--- config.mk ---
export PLATFORM = sky130hd
export DESIGN_NAME = rtip_core
export DESIGN_NICKNAME = d
export VERILOG_FILES = /design/src/hw/rtl/radix_text_to_integer_parser_macros.svh /design/src/hw/rtl/rtip_pkg.sv /design/src/hw/rtl/rtip_core.sv
export SDC_FILE = /design/constraint.sdc
export NUM_CORES = 1
export LEC_CHECK = 0
export BUFFER_PORTS_ARGS = -buffer_cell sky130_fd_sc_hd__buf_2
export CORE_UTILIZATION = 70
export CTS_BUF_LIST = sky130_fd_sc_hd__clkbuf_16
export CTS_CLUSTER_DIAMETER = 80
export DETAILED_ROUTE_END_ITERATION = 6
export GPL_ROUTABILITY_DRIVEN = 0
export PLACE_DENSITY = 0.88
export SLEW_MARGIN = 20
export SYNTH_ARGS = -nofsm -noshare
export SYNTH_HDL_FRONTEND = slang
export SYNTH_SLANG_ARGS = --single-unit
--- constraint.sdc ---
create_clock -name clk -period 14.5 [get_ports clk]
set_input_delay 1.45 -clock clk [delete_from_list [all_inputs] [get_ports clk]]
set_output_delay 1.45 -clock clk [all_outputs]
set_load 0.02 [all_outputs]
--- src/hw/rtl/radix_text_to_integer_parser_macros.svh ---
// Assertion macros for the text-to-integer parser.
// Each macro expects signals named clk and rst_n in the scope where it is used.
`ifndef RADIX_TEXT_TO_INTEGER_PARSER_MACROS_SVH
`define RADIX_TEXT_TO_INTEGER_PARSER_MACROS_SVH

`ifndef SYNTHESIS

// Condition that must hold at every clock edge outside reset.
`define RTIP_ASSERT(label, cond) \
    label: assert property (@(posedge clk) disable iff (!rst_n) (cond)) \
        else $error("rtip assertion failed");

// Antecedent in one cycle implies the consequent in the next cycle.
`define RTIP_ASSERT_NEXT(label, ante, cons) \
    label: assert property (@(posedge clk) disable iff (!rst_n) (ante) |=> (cons)) \
        else $error("rtip assertion failed");

`else

`define RTIP_ASSERT(label, cond)
`define RTIP_ASSERT_NEXT(label, ante, cons)

`endif

`endif

--- src/hw/rtl/rtip_pkg.sv ---
package rtip_pkg;

    // Default sizes of the accumulator and the position counter.
    localparam int VALUE_BITS_DEF    = 64;
    localparam int POSITION_BITS_DEF = 16;

    // Fixed port widths.
    localparam int BYTE_W      = 8;
    localparam int RADIX_W     = 6;
    localparam int OUT_VALUE_W = 64;
    localparam int LENGTH_W    = 16;
    localparam int APB_DATA_W  = 32;
    localparam int CFG_ADDR_W  = 3;
    localparam int REG_IDX_W   = CFG_ADDR_W - 2;

    // Register indexes.
    localparam logic [REG_IDX_W-1:0] REG_RADIX = '0;

    // Bases and radix limits.
    localparam logic [RADIX_W-1:0] RADIX_RESET = 6'd10;
    localparam logic [RADIX_W-1:0] BASE_AUTO   = 6'd0;
    localparam logic [RADIX_W-1:0] BASE_BAD    = 6'd1;
    localparam logic [RADIX_W-1:0] BASE_OCT    = 6'd8;
    localparam logic [RADIX_W-1:0] BASE_DEC    = 6'd10;
    localparam logic [RADIX_W-1:0] BASE_HEX    = 6'd16;
    localparam logic [RADIX_W-1:0] RADIX_MAX   = 6'd36;
    localparam logic [RADIX_W-1:0] ALPHA_BASE  = 6'd10;

    // Character codes.
    localparam logic [BYTE_W-1:0] CH_NUL   = 8'h00;
    localparam logic [BYTE_W-1:0] CH_TAB   = 8'h09;
    localparam logic [BYTE_W-1:0] CH_CR    = 8'h0D;
    localparam logic [BYTE_W-1:0] CH_SPACE = 8'h20;
    localparam logic [BYTE_W-1:0] CH_PLUS  = 8'h2B;
    localparam logic [BYTE_W-1:0] CH_MINUS = 8'h2D;
    localparam logic [BYTE_W-1:0] CH_ZERO  = 8'h30;
    localparam logic [BYTE_W-1:0] CH_NINE  = 8'h39;
    localparam logic [BYTE_W-1:0] CH_UP_A  = 8'h41;
    localparam logic [BYTE_W-1:0] CH_UP_X  = 8'h58;
    localparam logic [BYTE_W-1:0] CH_UP_Z  = 8'h5A;
    localparam logic [BYTE_W-1:0] CH_LO_A  = 8'h61;
    localparam logic [BYTE_W-1:0] CH_LO_X  = 8'h78;
    localparam logic [BYTE_W-1:0] CH_LO_Z  = 8'h7A;

    // Parse phases, one-hot.
    typedef enum logic [5:0] {
        PH_SPACE   = 6'b000001,
        PH_START   = 6'b000010,
        PH_ZERO    = 6'b000100,
        PH_AFTER_X = 6'b001000,
        PH_DIGITS  = 6'b010000,
        PH_DONE    = 6'b100000
    } phase_t;

    // Decoded digit of one character.
    typedef struct packed {
        logic               ok;
        logic [RADIX_W-1:0] value;
    } digit_t;

    // One result word.
    typedef struct packed {
        logic signed [OUT_VALUE_W-1:0] parsed_value;
        logic [LENGTH_W-1:0]           consumed_length;
        logic                          overflow;
    } result_t;

    // Map a character to its digit value 0..35.
    function automatic digit_t char_digit(input logic [BYTE_W-1:0] c);
        digit_t d;
        d.ok    = 1'b1;
        d.value = '0;
        if (c >= CH_ZERO && c <= CH_NINE) begin
            d.value = RADIX_W'(c - CH_ZERO);
        end else if (c >= CH_LO_A && c <= CH_LO_Z) begin
            d.value = RADIX_W'(c - CH_LO_A) + ALPHA_BASE;
        end else if (c >= CH_UP_A && c <= CH_UP_Z) begin
            d.value = RADIX_W'(c - CH_UP_A) + ALPHA_BASE;
        end else begin
            d.ok = 1'b0;
        end
        return d;
    endfunction

endpackage

--- src/hw/rtl/rtip_core.sv ---
module rtip_core
    import rtip_pkg::*;
#(
    parameter int VALUE_BITS    = VALUE_BITS_DEF,
    parameter int POSITION_BITS = POSITION_BITS_DEF
)
(
    input  logic               clk,
    input  logic               rst_n,
    input  logic               step,
    input  logic [BYTE_W-1:0]  text_byte,
    input  logic               last_byte,
    input  logic [RADIX_W-1:0] radix,
    output logic               emit,
    output result_t            res
);

    localparam int MAC_W = VALUE_BITS + RADIX_W + 1;
    localparam logic [POSITION_BITS-1:0] POS_MAX = '1;

    // Text state.
    phase_t                   phase_reg, phase_next;
    logic                     neg_reg, neg_next;
    logic [RADIX_W-1:0]       base_reg, base_next;
    logic [VALUE_BITS-1:0]    acc_reg, acc_next;
    logic [POSITION_BITS-1:0] pos_reg, pos_next;
    logic [POSITION_BITS-1:0] ds_reg, ds_next;
    logic [POSITION_BITS-1:0] ce_reg, ce_next;
    logic                     ovf_reg, ovf_next;

    // Per-character decode.
    digit_t                   dig;
    logic                     is_space;
    logic                     radix_bad;
    logic                     take_start;
    logic                     use_digit;
    logic [RADIX_W-1:0]       dig_base;
    logic                     dig_ok;
    logic [MAC_W-1:0]         mac;
    logic                     text_end;
    logic [POSITION_BITS-1:0] ce_final;
    logic [VALUE_BITS-1:0]    mag_signed;
    logic signed [VALUE_BITS-1:0] val_s;

    assign dig       = char_digit(text_byte);
    assign is_space  = (text_byte == CH_SPACE) || (text_byte >= CH_TAB && text_byte <= CH_CR);
    assign radix_bad = (radix == BASE_BAD) || (radix > RADIX_MAX);

    // Phase logic for one character.
    always_comb
    begin
        phase_next = phase_reg;
        neg_next   = neg_reg;
        base_next  = base_reg;
        acc_next   = acc_reg;
        pos_next   = pos_reg;
        ds_next    = ds_reg;
        ce_next    = ce_reg;
        ovf_next   = ovf_reg;
        take_start = 1'b0;
        use_digit  = 1'b0;
        dig_base   = base_reg;
        dig_ok     = 1'b0;
        mac        = '0;

        if (text_byte != CH_NUL)
        begin
            pos_next = (pos_reg == POS_MAX) ? pos_reg : pos_reg + 1'b1;

            case (phase_reg)
                PH_SPACE:
                begin
                    if (is_space)
                    begin
                        phase_next = PH_SPACE;
                    end
                    else if (text_byte == CH_PLUS || text_byte == CH_MINUS)
                    begin
                        neg_next   = (text_byte == CH_MINUS);
                        phase_next = PH_START;
                    end
                    else
                    begin
                        take_start = 1'b1;
                    end
                end
                PH_START:
                begin
                    take_start = 1'b1;
                end
                PH_ZERO:
                begin
                    if (text_byte == CH_LO_X || text_byte == CH_UP_X)
                    begin
                        base_next  = BASE_HEX;
                        phase_next = PH_AFTER_X;
                    end
                    else
                    begin
                        // The lone zero counts as a digit.
                        dig_base  = (base_reg == BASE_AUTO) ? BASE_OCT : base_reg;
                        base_next = dig_base;
                        ce_next   = ds_reg;
                        use_digit = 1'b1;
                    end
                end
                PH_AFTER_X:
                begin
                    // Without a hex digit the length ends just after the zero.
                    dig_base  = BASE_HEX;
                    ce_next   = ds_reg;
                    use_digit = 1'b1;
                end
                PH_DIGITS:
                begin
                    use_digit = 1'b1;
                end
                PH_DONE:
                begin
                    phase_next = PH_DONE;
                end
                default:
                begin
                    phase_next = PH_DONE;
                end
            endcase

            // First character after whitespace and sign.
            if (take_start)
            begin
                if (radix_bad)
                begin
                    phase_next = PH_DONE;
                end
                else if (text_byte == CH_ZERO && (radix == BASE_AUTO || radix == BASE_HEX))
                begin
                    base_next  = radix;
                    ds_next    = pos_next;
                    phase_next = PH_ZERO;
                end
                else
                begin
                    dig_base  = (radix == BASE_AUTO) ? BASE_DEC : radix;
                    base_next = dig_base;
                    use_digit = 1'b1;
                end
            end

            // One multiply-add per character; the exact sum also gives the overflow test.
            dig_ok = dig.ok && (dig.value < dig_base);
            mac    = MAC_W'(acc_reg) * MAC_W'(dig_base) + MAC_W'(dig.value);

            // Digit accumulation or stop.
            if (use_digit)
            begin
                if (dig_ok)
                begin
                    acc_next   = mac[VALUE_BITS-1:0];
                    ovf_next   = ovf_reg || (|mac[MAC_W-1:VALUE_BITS-1]);
                    ce_next    = pos_next;
                    phase_next = PH_DIGITS;
                end
                else
                begin
                    phase_next = PH_DONE;
                end
            end
        end
    end

    // Result assembly at the end of a text.
    assign text_end   = (text_byte == CH_NUL) || last_byte;
    assign emit       = step && text_end;
    assign ce_final   = (phase_next == PH_ZERO || phase_next == PH_AFTER_X) ? ds_next : ce_next;
    assign mag_signed = neg_next ? (VALUE_BITS'(0) - acc_next) : acc_next;
    assign val_s      = signed'(mag_signed);

    assign res.parsed_value    = OUT_VALUE_W'(val_s);
    assign res.consumed_length = LENGTH_W'(ce_final);
    assign res.overflow        = ovf_next;

    // State update; the state clears after each result.
    always_ff @(posedge clk or negedge rst_n)
    begin
        if (!rst_n)
        begin
            phase_reg <= PH_SPACE;
            neg_reg   <= 1'b0;
            base_reg  <= '0;
            acc_reg   <= '0;
            pos_reg   <= '0;
            ds_reg    <= '0;
            ce_reg    <= '0;
            ovf_reg   <= 1'b0;
        end
        else if (step)
        begin
            if (text_end)
            begin
                phase_reg <= PH_SPACE;
                neg_reg   <= 1'b0;
                base_reg  <= '0;
                acc_reg   <= '0;
                pos_reg   <= '0;
                ds_reg    <= '0;
                ce_reg    <= '0;
                ovf_reg   <= 1'b0;
            end
            else
            begin
                phase_reg <= phase_next;
                neg_reg   <= neg_next;
                base_reg  <= base_next;
                acc_reg   <= acc_next;
                pos_reg   <= pos_next;
                ds_reg    <= ds_next;
                ce_reg    <= ce_next;
                ovf_reg   <= ovf_next;
            end
        end
    end

endmodule

==> flow_metrics.env <==
export IMPL_cp_slowest_cell="a21oi_2"
export IMPL_postSynth_asyncResetShare_pct=100.0
export IMPL_violations="design-rule violations"
export IMPL_p_seq_share_pct=30.3
export IMPL_synth_seq_cells=126
export IMPL_ant_nets=0
export IMPL_final_core_util_pct=74.94
export IMPL_antenna_found_initial=4
export IMPL_grt_max_degree=78
export IMPL_wirelength_um=73970
export IMPL_cts_tree="yes"
export IMPL_synth_avg_cell_area_um2=8.174
export IMPL_grt_usage_pct=45.69
export IMPL_timing_fmax_mhz=71.85
export IMPL_cts_buffers=17
export IMPL_htree_levels=4
export IMPL_drtPass1Iterations=7
export IMPL_setup_violations_final=0
export IMPL_initial_utilization_pct=71.16
export IMPL_cap_violations=0
export IMPL_cts_root_buffer="clkbuf_16"
export IMPL_drive_above_1_share_pct=7.745
export IMPL_syn_nets=3182
export IMPL_synth_ff_type="dfrtp_1"
export IMPL_syn_inst=2747
export IMPL_grt_pass1_wl_um=118200
export IMPL_largest_reg_flops=64
export IMPL_via_per_inst=7.166
export IMPL_rsz0062_at_grt="no"
export IMPL_holdCritPathClass="flip-flop to flip-flop"
export IMPL_cpPeakStageDelay_ps=880
export IMPL_skew_ps=18.23
export IMPL_yosys_area_top_type="fa_1"
export IMPL_p_leak_uw=0.01142
export IMPL_hold_viol_final=0
export IMPL_ios=100
export IMPL_place_area_um2=23030
export IMPL_synth_cell_area_um2=22460
export IMPL_row_count=65
export IMPL_crit_buf_inv=9
export IMPL_via_count=22630
export IMPL_fin_tns_setup_ps=0
export IMPL_worstSetupEndpointType="output port"
export IMPL_p_sw_share_pct=42.75
export IMPL_cts_repair_resized=0
export IMPL_grt_pass1_vias=22440
export IMPL_pwr_share_clk_pct=37.7
export IMPL_ys_types=101
export IMPL_final_max_slew_viol_count=0
export IMPL_power_switching_uw=515.8
export IMPL_ir_worst_vdd_mv=0.09064
export IMPL_cpMostUsedCell="inv_1"
export IMPL_finalInstanceArea_um2=23650
export IMPL_p_per_area_nw_per_um2=51.03
export IMPL_cts_max_path_buffers=2
export IMPL_die_w_um=181.1
export IMPL_cts_setup_buffers=0
export IMPL_hold_ws_ps=512.3
export IMPL_post_drt_wl_per_cell_um=23.42
export IMPL_core_area_um2=31560
export IMPL_min_period_over_period_pct=95.99
export IMPL_clock_latency_ps=450
export IMPL_synth_edff_count=0
export IMPL_yosysMostFrequentCell="nor2_1"
export IMPL_path_clk_slew_ps=80
export IMPL_cts_hold_buffers=0
export IMPL_tightestPinTransition_ps=1192
export IMPL_drc=65
export IMPL_start_kind="primary input"
export IMPL_status="complete, but fails checks"
export IMPL_clock_sinks=126
export IMPL_p_comb_share_pct=32.0
export IMPL_die_area_um2=32800
export IMPL_yosys_top_cells_area="fa_1, dfrtp_1, ha_1"
export IMPL_path_delay_family="simple AND/OR/NAND/NOR gates"
export IMPL_synthTopCellsByCount="nor2_1, fa_1, nand2_1"
export IMPL_dpl_hpwl_um=53590
export IMPL_io_buffers=99
export IMPL_synth_top_area_share_pct=22.47
export IMPL_ys_seq_area_share_pct=14.05
export IMPL_drtIter0Drc=3696
export IMPL_worstPathRequired_ps=13050
export IMPL_die_h_um=181.1
export IMPL_p_int_uw=690.8
export IMPL_ys_warn_count=0
export IMPL_fin_nets=3172
export IMPL_crit_arrival_ps=12470
export IMPL_slew_headroom_pct=20.49
export IMPL_crit_type="primary input to output port"
export IMPL_synthToLayoutAreaGrowth_pct=5.310
export IMPL_worstPathMaxFanout=28
export IMPL_grt_overflow_total=0
export IMPL_finalPower_uw=1207
export IMPL_layout_min_cycle_time_ps=13920
## metal layers
layer	GRT usage, %	part of all wire, %
met1	58.91	36
met2	68.83	43
met3	13.32	14
met4	26.10	6.5
met5	0	0
## final timing paths
kind / from / depth (start not counted) / slack (ps) / endpoint
max: text_byte[0] / 36 / 580 / res[59]
min: ds_reg[13] / 2 / 510 / ds_reg[13]
max reg2reg: phase_reg[3] / 26 / 4530 / ovf_reg
min reg2reg: ds_reg[13] / 2 / 510 / ds_reg[13]
max in group asynchronous: rst_n / 2 / 12080 / ce_reg[4]
min in group asynchronous: rst_n / 1 / 970 / acc_reg[8]
## worst register-to-register path: stages, from the launching register on
cell	delay [ps]
dfrtp_1	460
nor3_2	330
nand4_1	230
o31ai_4	370
and2_1	390
nand2_1	400
a21oi_2	880
clkinv_1	540
nor2_1	340
fa_1	490
fa_1	530
fa_1	490
ha_1	310
ha_1	450
a21oi_1	340
o21ai_0	360
nor2_1	330
a31oi_1	230
o21ai_0	530
a31oi_1	260
o211ai_1	300
nand2_1	140
a21o_1	200
a21oi_1	180
xnor2_1	110
or4_1	550
o221a_2	140
## power groups by stage
| stage | sequential [uW] | clock, uW | combinational (uW) |
|---|---|---|---|
| floorplan | 370 | 0 | 235 |
| global placement | 372 | 0 | 350 |
| detailed placement | 373 | 0 | 359 |
| CTS | 366 | 446 | 361 |
| global route | 367 | 460 | 398 |
| finish | 366 | 455 | 386 |
## metrics by stage
| step | worst slack, ps | cells |
|---|---|---|
| 2_1_floorplan | 3707 | 2747 |
| 3_3_place_gp | 1613 | 3120 |
| 3_5_place_dp | 1278 | 3120 |
| 4_1_cts | 1232 | 3152 |
| 5_1_grt | 390.7 | 3156 |
| 6_report | 581.9 | 3158 |
## cells in the final DEF (no fill, tap or decap), types with 98 or more instances in the layout
cell type,Yosys,layout
a21oi_1,205,201
and2_1,178,178
buf_2,21,98
dfrtp_1,125,125
fa_1,252,252
ha_1,165,165
inv_1,188,188
nand2_1,207,206
nor2_1,370,369
o21ai_0,130,129
## layout make-up
cell class	instances	area, um^2
Inverter	190	713.2
Clock buffer	17	425.4
Timing Repair Buffer	125	696.9
Antenna cell	6	15.01
Sequential cell	126	3154
Tap cell	402	503.0
Clock inverter	15	165.2
Fill cell	2281	7908
Multi-Input combinational cell	2277	17970
## logic make-up after synthesis
kind of cell,after synthesis,share of synthesized area (%)
DFF,126,14.05
AOI/OAI and AO/OA,676,19.33
and+or+nand+nor,1025,22.38
xor gates and xnor gates,125,4.875
buffers and inverters,344,6.168
adders and majority gates,417,31.66
muxes,34,1.532
(Power assumes the default switching activity.)
