==> config.mk <==
export PLATFORM = sky130hd
export DESIGN_NAME = rtip_cfg
export DESIGN_NICKNAME = d
export VERILOG_FILES = /design/src/hw/rtl/radix_text_to_integer_parser_macros.svh /design/src/hw/rtl/rtip_pkg.sv /design/src/hw/rtl/rtip_cfg.sv
export SDC_FILE = /design/constraint.sdc
export NUM_CORES = 1
export LEC_CHECK = 0
export CAP_MARGIN = 40
export CORE_AREA = 4 4 41 43
export DETAILED_ROUTE_END_ITERATION = 10
export DIE_AREA = 0 0 45 47
export DONT_BUFFER_PORTS = 1
export GPL_ROUTABILITY_DRIVEN = 1
export PLACE_DENSITY = 0.64
export SYNTH_ARGS = -nofsm -noshare
export SYNTH_HDL_FRONTEND = slang
export SYNTH_SLANG_ARGS = --single-unit
==> constraint.sdc <==
create_clock -name clk -period 1.15 [get_ports clk]
set_clock_uncertainty 0.15 [all_clocks]
set_input_delay 0.0575 -clock clk [delete_from_list [all_inputs] [get_ports clk]]
set_output_delay 0.0575 -clock clk [all_outputs]
set_load 0.01 [all_outputs]
==> src/hw/rtl/radix_text_to_integer_parser_macros.svh <==
// Assertion macros for the text-to-integer parser.
// Each macro expects signals named clk and rst_n in the scope where it is used.
`ifndef RADIX_TEXT_TO_INTEGER_PARSER_MACROS_SVH
`define RADIX_TEXT_TO_INTEGER_PARSER_MACROS_SVH

`ifndef SYNTHESIS

// Condition that must hold at every clock edge outside reset.
`define RTIP_ASSERT(label, cond) \
    label: assert property (@(posedge clk) disable iff (!rst_n) (cond)) \
        else $error("rtip assertion failed");

// Antecedent in one cycle implies the consequent in the next cycle.
`define RTIP_ASSERT_NEXT(label, ante, cons) \
    label: assert property (@(posedge clk) disable iff (!rst_n) (ante) |=> (cons)) \
        else $error("rtip assertion failed");

`else

`define RTIP_ASSERT(label, cond)
`define RTIP_ASSERT_NEXT(label, ante, cons)

`endif

`endif

==> src/hw/rtl/rtip_pkg.sv <==
package rtip_pkg;

    // Default sizes of the accumulator and the position counter.
    localparam int VALUE_BITS_DEF    = 64;
    localparam int POSITION_BITS_DEF = 16;

    // Fixed port widths.
    localparam int BYTE_W      = 8;
    localparam int RADIX_W     = 6;
    localparam int OUT_VALUE_W = 64;
    localparam int LENGTH_W    = 16;
    localparam int APB_DATA_W  = 32;
    localparam int CFG_ADDR_W  = 3;
    localparam int REG_IDX_W   = CFG_ADDR_W - 2;

    // Register indexes.
    localparam logic [REG_IDX_W-1:0] REG_RADIX = '0;

    // Bases and radix limits.
    localparam logic [RADIX_W-1:0] RADIX_RESET = 6'd10;
    localparam logic [RADIX_W-1:0] BASE_AUTO   = 6'd0;
    localparam logic [RADIX_W-1:0] BASE_BAD    = 6'd1;
    localparam logic [RADIX_W-1:0] BASE_OCT    = 6'd8;
    localparam logic [RADIX_W-1:0] BASE_DEC    = 6'd10;
    localparam logic [RADIX_W-1:0] BASE_HEX    = 6'd16;
    localparam logic [RADIX_W-1:0] RADIX_MAX   = 6'd36;
    localparam logic [RADIX_W-1:0] ALPHA_BASE  = 6'd10;

    // Character codes.
    localparam logic [BYTE_W-1:0] CH_NUL   = 8'h00;
    localparam logic [BYTE_W-1:0] CH_TAB   = 8'h09;
    localparam logic [BYTE_W-1:0] CH_CR    = 8'h0D;
    localparam logic [BYTE_W-1:0] CH_SPACE = 8'h20;
    localparam logic [BYTE_W-1:0] CH_PLUS  = 8'h2B;
    localparam logic [BYTE_W-1:0] CH_MINUS = 8'h2D;
    localparam logic [BYTE_W-1:0] CH_ZERO  = 8'h30;
    localparam logic [BYTE_W-1:0] CH_NINE  = 8'h39;
    localparam logic [BYTE_W-1:0] CH_UP_A  = 8'h41;
    localparam logic [BYTE_W-1:0] CH_UP_X  = 8'h58;
    localparam logic [BYTE_W-1:0] CH_UP_Z  = 8'h5A;
    localparam logic [BYTE_W-1:0] CH_LO_A  = 8'h61;
    localparam logic [BYTE_W-1:0] CH_LO_X  = 8'h78;
    localparam logic [BYTE_W-1:0] CH_LO_Z  = 8'h7A;

    // Parse phases, one-hot.
    typedef enum logic [5:0] {
        PH_SPACE   = 6'b000001,
        PH_START   = 6'b000010,
        PH_ZERO    = 6'b000100,
        PH_AFTER_X = 6'b001000,
        PH_DIGITS  = 6'b010000,
        PH_DONE    = 6'b100000
    } phase_t;

    // Decoded digit of one character.
    typedef struct packed {
        logic               ok;
        logic [RADIX_W-1:0] value;
    } digit_t;

    // One result word.
    typedef struct packed {
        logic signed [OUT_VALUE_W-1:0] parsed_value;
        logic [LENGTH_W-1:0]           consumed_length;
        logic                          overflow;
    } result_t;

    // Map a character to its digit value 0..35.
    function automatic digit_t char_digit(input logic [BYTE_W-1:0] c);
        digit_t d;
        d.ok    = 1'b1;
        d.value = '0;
        if (c >= CH_ZERO && c <= CH_NINE) begin
            d.value = RADIX_W'(c - CH_ZERO);
        end else if (c >= CH_LO_A && c <= CH_LO_Z) begin
            d.value = RADIX_W'(c - CH_LO_A) + ALPHA_BASE;
        end else if (c >= CH_UP_A && c <= CH_UP_Z) begin
            d.value = RADIX_W'(c - CH_UP_A) + ALPHA_BASE;
        end else begin
            d.ok = 1'b0;
        end
        return d;
    endfunction

endpackage

==> src/hw/rtl/rtip_cfg.sv <==
module rtip_cfg
    import rtip_pkg::*;
(
    input  logic                  clk,
    input  logic                  rst_n,
    input  logic                  psel,
    input  logic                  penable,
    input  logic                  pwrite,
    input  logic [CFG_ADDR_W-1:0] paddr,
    input  logic [APB_DATA_W-1:0] pwdata,
    output logic [APB_DATA_W-1:0] prdata,
    output logic                  pready,
    output logic [RADIX_W-1:0]    radix
);

    logic [RADIX_W-1:0]   radix_reg;
    logic [RADIX_W-1:0]   radix_next;
    logic [REG_IDX_W-1:0] reg_idx;
    logic                 wr_en;

    assign reg_idx = paddr[CFG_ADDR_W-1:2];
    assign wr_en   = psel && penable && pwrite && (reg_idx == REG_RADIX);
    assign pready  = 1'b1;

    // Write decode for the radix register.
    always_comb
    begin
        radix_next = radix_reg;
        if (wr_en)
        begin
            radix_next = pwdata[RADIX_W-1:0];
        end
    end

    always_ff @(posedge clk or negedge rst_n)
    begin
        if (!rst_n)
        begin
            radix_reg <= RADIX_RESET;
        end
        else
        begin
            radix_reg <= radix_next;
        end
    end

    // Read mux; addresses beyond the register list read as zero.
    always_comb
    begin
        prdata = '0;
        if (reg_idx == REG_RADIX)
        begin
            prdata = APB_DATA_W'(radix_reg);
        end
    end

    assign radix = radix_reg;

endmodule

==> metrics.txt, run 1 <==
CP Class=flop to output pin; final setup margin=-0.03879 ns; startpoint types=flop; CP top delay family=flip-flops; Core Area=1301 µm²; largest cells by area after synthesis=buf_4, dfrtp_1, mux2_2, dfstp_2, and2b_2; area of the mapped netlist=506.7 µm²; layout cells sized above 1=30.51%; clk slew on worst S/H paths=0.05 ns; Die Ht=47 µm; num rows=13; Max Root-Sink Buffers=2; Yosys top cell by area=buf_4; max FFs per register=6; failing checks=negative hold slack, negative setup slack; outcome=finished, violations left; CP max stage delay=0.56 ns; GP Congestion=0.5799; initial antenna violation count=0; CP endpoint kind=output pin; Reg area=152.6 µm²; Leak Pwr=0.2998 nW; post-layout minimum cycle time=1.189 ns; Via density=3.595; Avg Cell Area, Syn=10.56 µm²; Yosys reg bits=6; per-cell routed wire length=11.32 µm; I/O pins=79; CTS tree=yes; Min Hold Slack=-0.03001 ns; # diodes=0; first-pass GRT wire length=1048 µm; Syn. warnings=0; vias in the first global route=254; Vias=266; final hold vios=10; area occupied by multi-input gates=245.2 µm²; TritonCTS buffer count=3; RSZ-0062 raised after global routing=true; Starting Density=38.94%; max-slew violations=0; Critical Path RT=0.94 ns; HPWL Detailed=662 µm; Mapped Cells=48; # hold bufs at CTS=10; Cell variety after synth=7; Tcrit/Tclk final=103.4%; clk_lat worst skew=0.24 ns; Final setup violation count=2; clock root cell=clkbuf_4; ANT nets after route=0; Final Net Count=100; Highest Clock Rate=841.2 MHz; peak supply drop=0.7603 mV; # Post-CTS Setup Buffers=0; Layout area overhead=6.173%; Worst Path Buf+Inv=0; CP Cell Sequence=and2b_2; final core utilization=41.35%; DRC=0; CTS H-tree lvls=1; Max-Cap Viols=0; power density cells=1321 nW/µm²; area share of the largest cell type after synthesis=40.00%; slowest cell on the critical path=dfstp_2; Place WS=0.1890 ns; Die W=45 µm; gr ovfl total=0; Overall Global Routing Usage=7.410%; Fillers=140; CTS Sinks=6; port bufs=0; hold crit path type=primary input to asynchronous set/reset pin; post-synthesis sequential area ratio=30.12%; area of the die=2115 µm²; CP Max Fanout=3; crit path DAT=0.98 ns; Post-Route WL=838 µm; starting DRC count in detailed routing=0; largest net degree at the start of global routing=8; drt first pass iters=1
[power breakdown]
group          internal [mW]  leakage (nW)  total [mW]  switching, mW
clock                  0.132        0.0150       0.209         0.0778
sequential             0.271        0.0690       0.334         0.0628
combinational         0.0804         0.216       0.168         0.0872
total                  0.483         0.300       0.711          0.228
[area by class of cell]
type	instances	area share, %
Clock buffer	4	4.884
Sequential cell	6	28.37
Timing Repair Buffer	9	17.67
Tap cell	15	3.488
Multi-Input combinational cell	40	45.58
[cells in the mapped netlist (all sizes together)]
| library cell | number |
|---|---|
| buf | 27 |
| mux2 | 6 |
| dfstp | 2 |
| and2b | 6 |
| conb | 2 |
| dfrtp | 4 |
| nand4b | 1 |
[kinds of logic (layout without fill, tap and decap cells)]
logic type	after synthesis	after routing	synth area share (%)
other cells	2	27	1.482
buf+inv	27	13	40.00
flops	6	6	30.12
simple gates	7	7	15.06
mux	6	6	13.33
[path summary, 6_finish.rpt]
path                            startpoint   endpoint  slack (ns)  cells after the start
worst max register to register    radix[5]   radix[5]        0.18                      1
max in group asynchronous            rst_n   radix[3]        0.61                      1
worst max-delay path              radix[1]  prdata[1]       -0.04                      1
worst min-delay path                 rst_n   radix[0]       -0.03                      1
worst min register to register    radix[4]   radix[4]        0.45                      1
min in group clk                      psel   radix[0]       -0.03                      2
[per-layer routing]
| metal | share of wire, % | GRT usage [%] | up-vias |
|---|---|---|---|
| met4 | 0 | 7.018 | 0 |
| li1 | - | - | 117 |
| met3 | 16 | 3.448 | 0 |
| met1 | 33 | 7.226 | 117 |
| met2 | 50 | 11.58 | 32 |
| met5 | 0 | 0 | - |
[layout by cell type (no fill, tap or decap), drive strengths merged]
| cell type | Yosys | routed |
|---|---|---|
| dfrtp | 4 | 4 |
| conb | 2 | 27 |
| dfstp | 2 | 2 |
| and2b | 6 | 6 |
| nand4b | 1 | 1 |
| dlymetal6s4s | 0 | 2 |
| clkbuf | 0 | 4 |
| mux2 | 6 | 6 |
| dlygate4sd3 | 0 | 7 |
[repair_timing]
item,in CTS,in global routing
setup endpoints to repair,2,8
gates resized for setup,0,2
pin swaps,0,1
endpoints found under the hold margin,12,9
[through the flow]
stage / area (µm²) / hold slack (ns) / TNS (ns) / cells / total power, mW
2_1_floorplan: 600.6 / -0.3881 / 0 / 73 / 0.5196
3_3_place_gp: 416.7 / -0.3879 / 0 / 61 / 0.4691
3_5_place_dp: 416.7 / -0.3880 / 0 / 61 / 0.4721
4_1_cts: 543.0 / -0.02847 / -0.09046 / 75 / 0.7232
5_1_grt: 538.0 / -0.03698 / -0.1375 / 74 / 0.7586
6_report: 538.0 / -0.03001 / -0.06717 / 74 / 0.7105
Power figures use the tool's default switching activity.
==> run 2: changes to the inputs <==
--- a/config.mk
+++ b/config.mk
@@ -12,6 +12,7 @@
 export DONT_BUFFER_PORTS = 1
 export GPL_ROUTABILITY_DRIVEN = 1
 export PLACE_DENSITY = 0.64
+export RECOVER_POWER = 25
 export SYNTH_ARGS = -nofsm -noshare
 export SYNTH_HDL_FRONTEND = slang
 export SYNTH_SLANG_ARGS = --single-unit
==> constraint.sdc (replaced) <==
create_clock -name clk -period 1.3 [get_ports clk]
set_clock_uncertainty 0.15 [all_clocks]
set_input_delay 0.065 -clock clk [delete_from_list [all_inputs] [get_ports clk]]
set_output_delay 0.065 -clock clk [all_outputs]
set_load 0.01 [all_outputs]
==> run 2 against run 1 <==
Compared with the run above:
- the run now ends clean
- final cell count rose by 2.7%
- sequential share of layout area fell by 0.77 points
- global-route usage rose by 0.16 points
- core utilization rose by 1.2 points
- worst hold slack improved by 0.046 ns
- total power fell by 11%
- largest cell class unchanged
- largest power group unchanged
==> metrics.txt, run 2 (synthesis results as in run 1) <==
final hold vios=0 (-10); GP Congestion=0.5799 (unchanged); CP max stage delay=0.57 ns (about the same); Post-Route WL=873 µm (+4.2%); DRC=0 (unchanged); drt first pass iters=1 (unchanged); area of the die=2115 µm² (unchanged); Tcrit/Tclk final=93.94%; hold crit path type=primary input to flop; Via density=3.632 (+1.0%); slowest cell on the critical path=dfstp_1; most common cell after layout, fill and taps aside=conb_1; I/O pins=79 (unchanged); ANT nets after route=0 (unchanged); Place WS=0.3390 ns (+0.1500 ns); startpoint types=flop; CTS H-tree lvls=1 (unchanged); design area=553.0 µm² (+2.8%); area occupied by multi-input gates=245.2 µm² (unchanged); # diodes=0 (unchanged); cts repair resizes=0 (unchanged); CP endpoint kind=output pin; Worst Path Buf+Inv=0 (unchanged); Fillers=141 (+0.71%); CP Class=flop to output pin; Overall Global Routing Usage=7.570% (+0.16 points); first-pass GRT wire length=1076 µm (+2.7%); TritonCTS buffer count=3 (unchanged); clk slew on worst S/H paths=0.05 ns (about the same); CP Max Fanout=3 (unchanged); CTS tree=yes; post-layout minimum cycle time=1.221 ns; Die Ht=47 µm (unchanged); RSZ-0062 raised after global routing=false; CTS Sinks=6 (unchanged); Vias=276 (+3.8%); setup TNS=0 ns (+0.06717 ns); gr ovfl total=0 (unchanged); Final Net Count=102 (+2.0%); Leak Pwr=0.2900 nW (-3.3%); most frequent cells in the layout=conb_1, dlygate4sd3_1, and2b_2, mux2_2, dfrtp_1; Die W=45 µm (unchanged); Highest Clock Rate=818.9 MHz; CP Cell Sequence=and2b_2; Final setup violation count=0 (-2); Reg area=152.6 µm² (unchanged); outcome=finished, final reports clean; layout cells sized above 1=27.87% (-2.6 points); CP top delay family=flip-flops; initial antenna violation count=0 (unchanged); port bufs=0 (unchanged); Max-Cap Viols=0 (unchanged); vias in the first global route=266 (+4.7%); num rows=13 (unchanged); crit path DAT=1.01 ns (+0.03 ns); Core Area=1301 µm² (unchanged); per-cell routed wire length=11.49 µm (+1.4%); Max Root-Sink Buffers=2 (unchanged); max FFs per register=6 (unchanged); Layout area overhead=9.136%; Critical Path RT=1.09 ns (+0.15 ns); largest net degree at the start of global routing=8 (unchanged); starting DRC count in detailed routing=0 (unchanged); Starting Density=38.94% (unchanged); HPWL Detailed=662 µm (unchanged); final setup margin=0.07884 ns (+0.1176 ns); placed cell area=416.7 µm² (unchanged); power density cells=1142 nW/µm² (-14%); clk_lat worst skew=0.24 ns (about the same); max-slew violations=0 (unchanged); clock root cell=clkbuf_4; peak supply drop=0.6743 mV (-11%)
[run 2: path summary, 6_finish.rpt]
check | from | to | slack (ns) | cells after the start
max reg2reg | radix[5] | radix[5] | 0.33 | 1
min | paddr[2] | radix[0] | 0.02 | 2
max in group asynchronous | rst_n | radix[1] | 0.19 | 2
min reg2reg | radix[4] | radix[4] | 0.45 | 1
max | radix[3] | prdata[3] | 0.08 | 1
min in group asynchronous | rst_n | radix[2] | 0.53 | 2
[run 2: report_power, final]
| part | switching (mW) | internal, mW | leakage [nW] |
|---|---|---|---|
| clock network | 0.0691 | 0.116 | 0.0150 |
| registers | 0.0558 | 0.237 | 0.0686 |
| logic | 0.0790 | 0.0741 | 0.206 |
| total | 0.204 | 0.428 | 0.290 |
[run 2: routing by layer]
metal / part of all wire (%) / vias to the layer above / global-route usage, %
li1: - / 121 / -
met1: 31 / 123 / 7.226
met2: 52 / 32 / 12.15
met3: 17 / 0 / 3.448
met4: 0 / 0 / 7.018
met5: 0 / - / 0
[run 2: repair_timing]
action,CTS,global route
setup buffers,0,0
hold endpoints to repair,12,0
hold buffers,11,0
[run 2: cell type report]
class	instances	area share (%)
Tap cell	15	3.394
Sequential cell	6	27.60
Timing Repair Buffer	11	19.91
Multi-Input combinational cell	40	44.34
Clock buffer	4	4.751
[run 2: per-stage QoR]
step / cells / hold slack [ns] / utilization [%] / power [mW]
floorplan: 73 / -0.3806 / - / 0.4597
global placement: 61 / -0.3804 / 32.02 / 0.4150
detailed placement: 61 / -0.3805 / 32.02 / 0.4176
CTS: 76 / 0.01293 / 42.50 / 0.6430
global route: 76 / 0.007733 / 42.50 / 0.6733
finish: 76 / 0.01599 / 42.50 / 0.6316
==> run 3: changes to the inputs <==
--- a/config.mk
+++ b/config.mk
@@ -5,13 +5,14 @@
 export SDC_FILE = /design/constraint.sdc
 export NUM_CORES = 1
 export LEC_CHECK = 0
+export ABC_AREA = 1
 export CAP_MARGIN = 40
 export CORE_AREA = 4 4 41 43
 export DETAILED_ROUTE_END_ITERATION = 10
 export DIE_AREA = 0 0 45 47
 export DONT_BUFFER_PORTS = 1
 export GPL_ROUTABILITY_DRIVEN = 1
-export PLACE_DENSITY = 0.64
+export PLACE_DENSITY = 0.65
 export RECOVER_POWER = 25
 export SYNTH_ARGS = -nofsm -noshare
 export SYNTH_HDL_FRONTEND = slang
==> run 3 against run 2 <==
Compared with the run above:
- worst hold slack worse by 0.013 ns
- final cell count rose by 29%
- routed wire length is 15% higher
- critical path depth grew 3
- sequential share of layout area down 0.49 points
- critical path type is now primary input to flop
- die area unchanged
- largest power group unchanged
==> metrics.txt, run 3 <==
Avg Cell Area, Syn=7.382 µm² (-30%); Worst Path Buf+Inv=2 (+2); RSZ-0062 raised after global routing=false; Die Ht=47 µm (unchanged); Clk pwr share=30.8% (+1.4 points); num rows=13 (unchanged); Yosys reg bits=6 (unchanged); CP Cell Sequence=dlygate4sd3_1, nand3_1, dlygate4sd3_1, nand2_1; Final setup violation count=0 (unchanged); crit path DAT=1.32 ns (+0.31 ns); CP endpoint kind=flop; post-synthesis sequential area ratio=29.54% (-0.58 points); most common library cells after synthesis=buf_4, nand2_1, inv_1; Reg-to-Reg End=radix[3]; met1 Usage GRT=8.585% (+1.4 points); Tcrit/Tclk final=98.08% (+4.1 points); ANT nets after route=0 (unchanged); worst hold stages=4 (+2); max-slew violations=0 (unchanged); Max Root-Sink Buffers=2 (unchanged); Syn. warnings=0 (unchanged); reg-to-reg slack, setup=0.40 ns (+0.07 ns); most common cell in the netlist=buf_4; # Post-CTS Setup Buffers=0 (unchanged); max FFs per register=6 (unchanged); area of the mapped netlist=516.7 µm² (+2.0%); final hold vios=0 (unchanged); I/O pins=79 (unchanged); per-cell routed wire length=10.24 µm (-11%); Highest Clock Rate=784.3 MHz (-4.2%); Async SR Flop Fraction=100.0% (unchanged); Via density=3.918 (+7.9%); Critical Path RT=1.34 ns (+0.25 ns); Leak Pwr=0.3315 nW (+14%); GP Congestion=0.5850 (+0.88%); clk_lat worst skew=0.25 ns (about the same); outcome=finished, final reports clean; CP Class=primary input to flop; CTS Sinks=6 (unchanged); hold crit path type=primary input to flop; most common flop cell mapped by yosys=dfrtp_1; Reg-to-Reg Start=radix[3]; HPWL Detailed=724.1 µm (+9.4%); Post-Route WL=1004 µm (+15%); Internal=0.3946 mW (-7.7%); setup TNS=0 ns (unchanged); starting DRC count in detailed routing=5 (+5); Max-Cap Viols=0 (unchanged); Core Area=1301 µm² (unchanged); Final Net Count=124 (+22%); post-layout minimum cycle time=1.275 ns (+0.05394 ns); area of the die=2115 µm² (unchanged); Yosys top cell by area=buf_4; startpoint types=primary input; most common cell after layout, fill and taps aside=conb_1; Hold Path End=radix[3]; Starting Density=39.71% (+0.77 points); drt first pass iters=5 (+4); largest net degree at the start of global routing=8 (unchanged); largest cells by area after synthesis=buf_4, dfrtp_1, dfstp_2, nand2_1, nand3_1; Die W=45 µm (unchanged); CTS H-tree lvls=1 (unchanged); CP Max Fanout=1 (-2); CTS tree=yes; CP max stage delay=0.57 ns (about the same); Overall Global Routing Usage=9.547% (+2.0 points); CP top delay family=buffers and inverters; Fillers=127 (-9.9%); TritonCTS buffer count=3 (unchanged); crit path launch=pwdata[1]; total power=0.6170 mW (-2.3%); power density cells=1096 nW/µm² (-4.1%); Layout area overhead=8.959%; Vias=384 (+39%); clk slew on worst S/H paths=0.04 ns (about the same); switching part of the total=36.05% (+3.8 points); port bufs=0 (unchanged); Cell variety after synth=10 (+3); gr ovfl total=0 (unchanged); first-pass GRT wire length=1393 µm (+29%); Post-synth EDFFs=0 (unchanged); crit-path most repeated cell=dlygate4sd3_1; area share of the largest cell type after synthesis=39.23% (-0.77 points); DRC=0 (unchanged); layout cells sized above 1=8.434% (-19 points); Comb pwr share=23.6% (-0.6 points); Mapped Cells=70 (+46%); # diodes=0 (unchanged); most frequent cells in the layout=conb_1, nand2_1, dlygate4sd3_1; slowest cell on the critical path=dlygate4sd3_1; Worst R2R Path Depth=2 (+1); worst hold path startpoint=penable; initial antenna violation count=0 (unchanged); vias in the first global route=318 (+20%); peak supply drop=0.4679 mV (-31%); met3 track demand over resource=1.149% (-2.3 points); met2 Use GR=18.36% (+6.2 points); part of the power in registers=45.7% (-0.7 points); NetSw=0.2224 mW (+9.1%); grt peak-use layer=met2; clock root cell=clkbuf_4
run 3: cell count changes after synthesis, sizes merged:
cell and change:
inv +8, nand4b -1, and2b -6, nand2 +14, nor2 +7, mux2 -6
nand3 +6
run 3: what timing repair did:
item | in CTS | in global routing
endpoints found under the hold margin | 12 | 5
resized for setup | 0 | 0
hold buffers | 15 | 1
endpoints found under the setup margin | 0 | 5
run 3: how the worst max path moves through the flow:
stage | endpoint | slack [ns] | depth (start not counted)
3_5_place_dp | prdata[1] | 0.30 | 2
3_3_place_gp | prdata[3] | 0.31 | 2
5_1_grt | prdata[1] | 0.003 | 2
6_report | radix[1] | 0.02 | 4
4_1_cts | radix[5] | 0.03 | 4
2_1_floorplan | prdata[1] | 0.34 | 2
run 3: power by group through the flow:
| stage | Clock, mW | Sequential [mW] | Combinational (mW) |
|---|---|---|---|
| floorplan | 0 | 0.275 | 0.164 |
| global placement | 0 | 0.284 | 0.112 |
| detailed placement | 0 | 0.286 | 0.113 |
| CTS | 0.194 | 0.284 | 0.141 |
| global route | 0.193 | 0.288 | 0.167 |
| finish | 0.190 | 0.282 | 0.145 |
run 3: worst min-delay path: cells and delay by family:
kind                   cells  cell delay, ns
buffers and inverters      1            0.12
and+or+nand+nor            3            0.21
run 3: area by class of cell:
cell class	instances	area [µm²]	area share, %
multi-input cells	54	225.2	40.00
flip-flops and latches	6	152.6	27.11
repair buffers	11	110.1	19.56
inverters	8	30.03	5.333
clock buffers	4	26.28	4.667
well taps	15	18.77	3.333
run 3: cell families after synthesis:
kind of cell / Yosys count / synth area share [%]
buffers and inverters: 35 / 45.04
other: 2 / 1.453
and+or+nand+nor: 27 / 23.97
DFF: 6 / 29.54
run 3: per-stage QoR:
step | instances | util [%] | instance area (µm²) | setup WS, ns | hold WS [ns]
floorplan | 95 | - | 610.6 | 0.3424 | -0.3806
global placement | 83 | 32.79 | 426.7 | 0.3053 | -0.3803
detailed placement | 83 | 32.79 | 426.7 | 0.3039 | -0.3803
CTS | 102 | 46.35 | 603.1 | 0.02777 | 0.03180
global route | 98 | 43.27 | 563.0 | 0.003461 | 0.03430
finish | 98 | 43.27 | 563.0 | 0.02490 | 0.002693
run 3: per-layer routing:
layer,up-vias,routed length [µm]
met5,-,0
met4,0,29
met3,5,113
met2,33,586
met1,168,275
li1,178,-
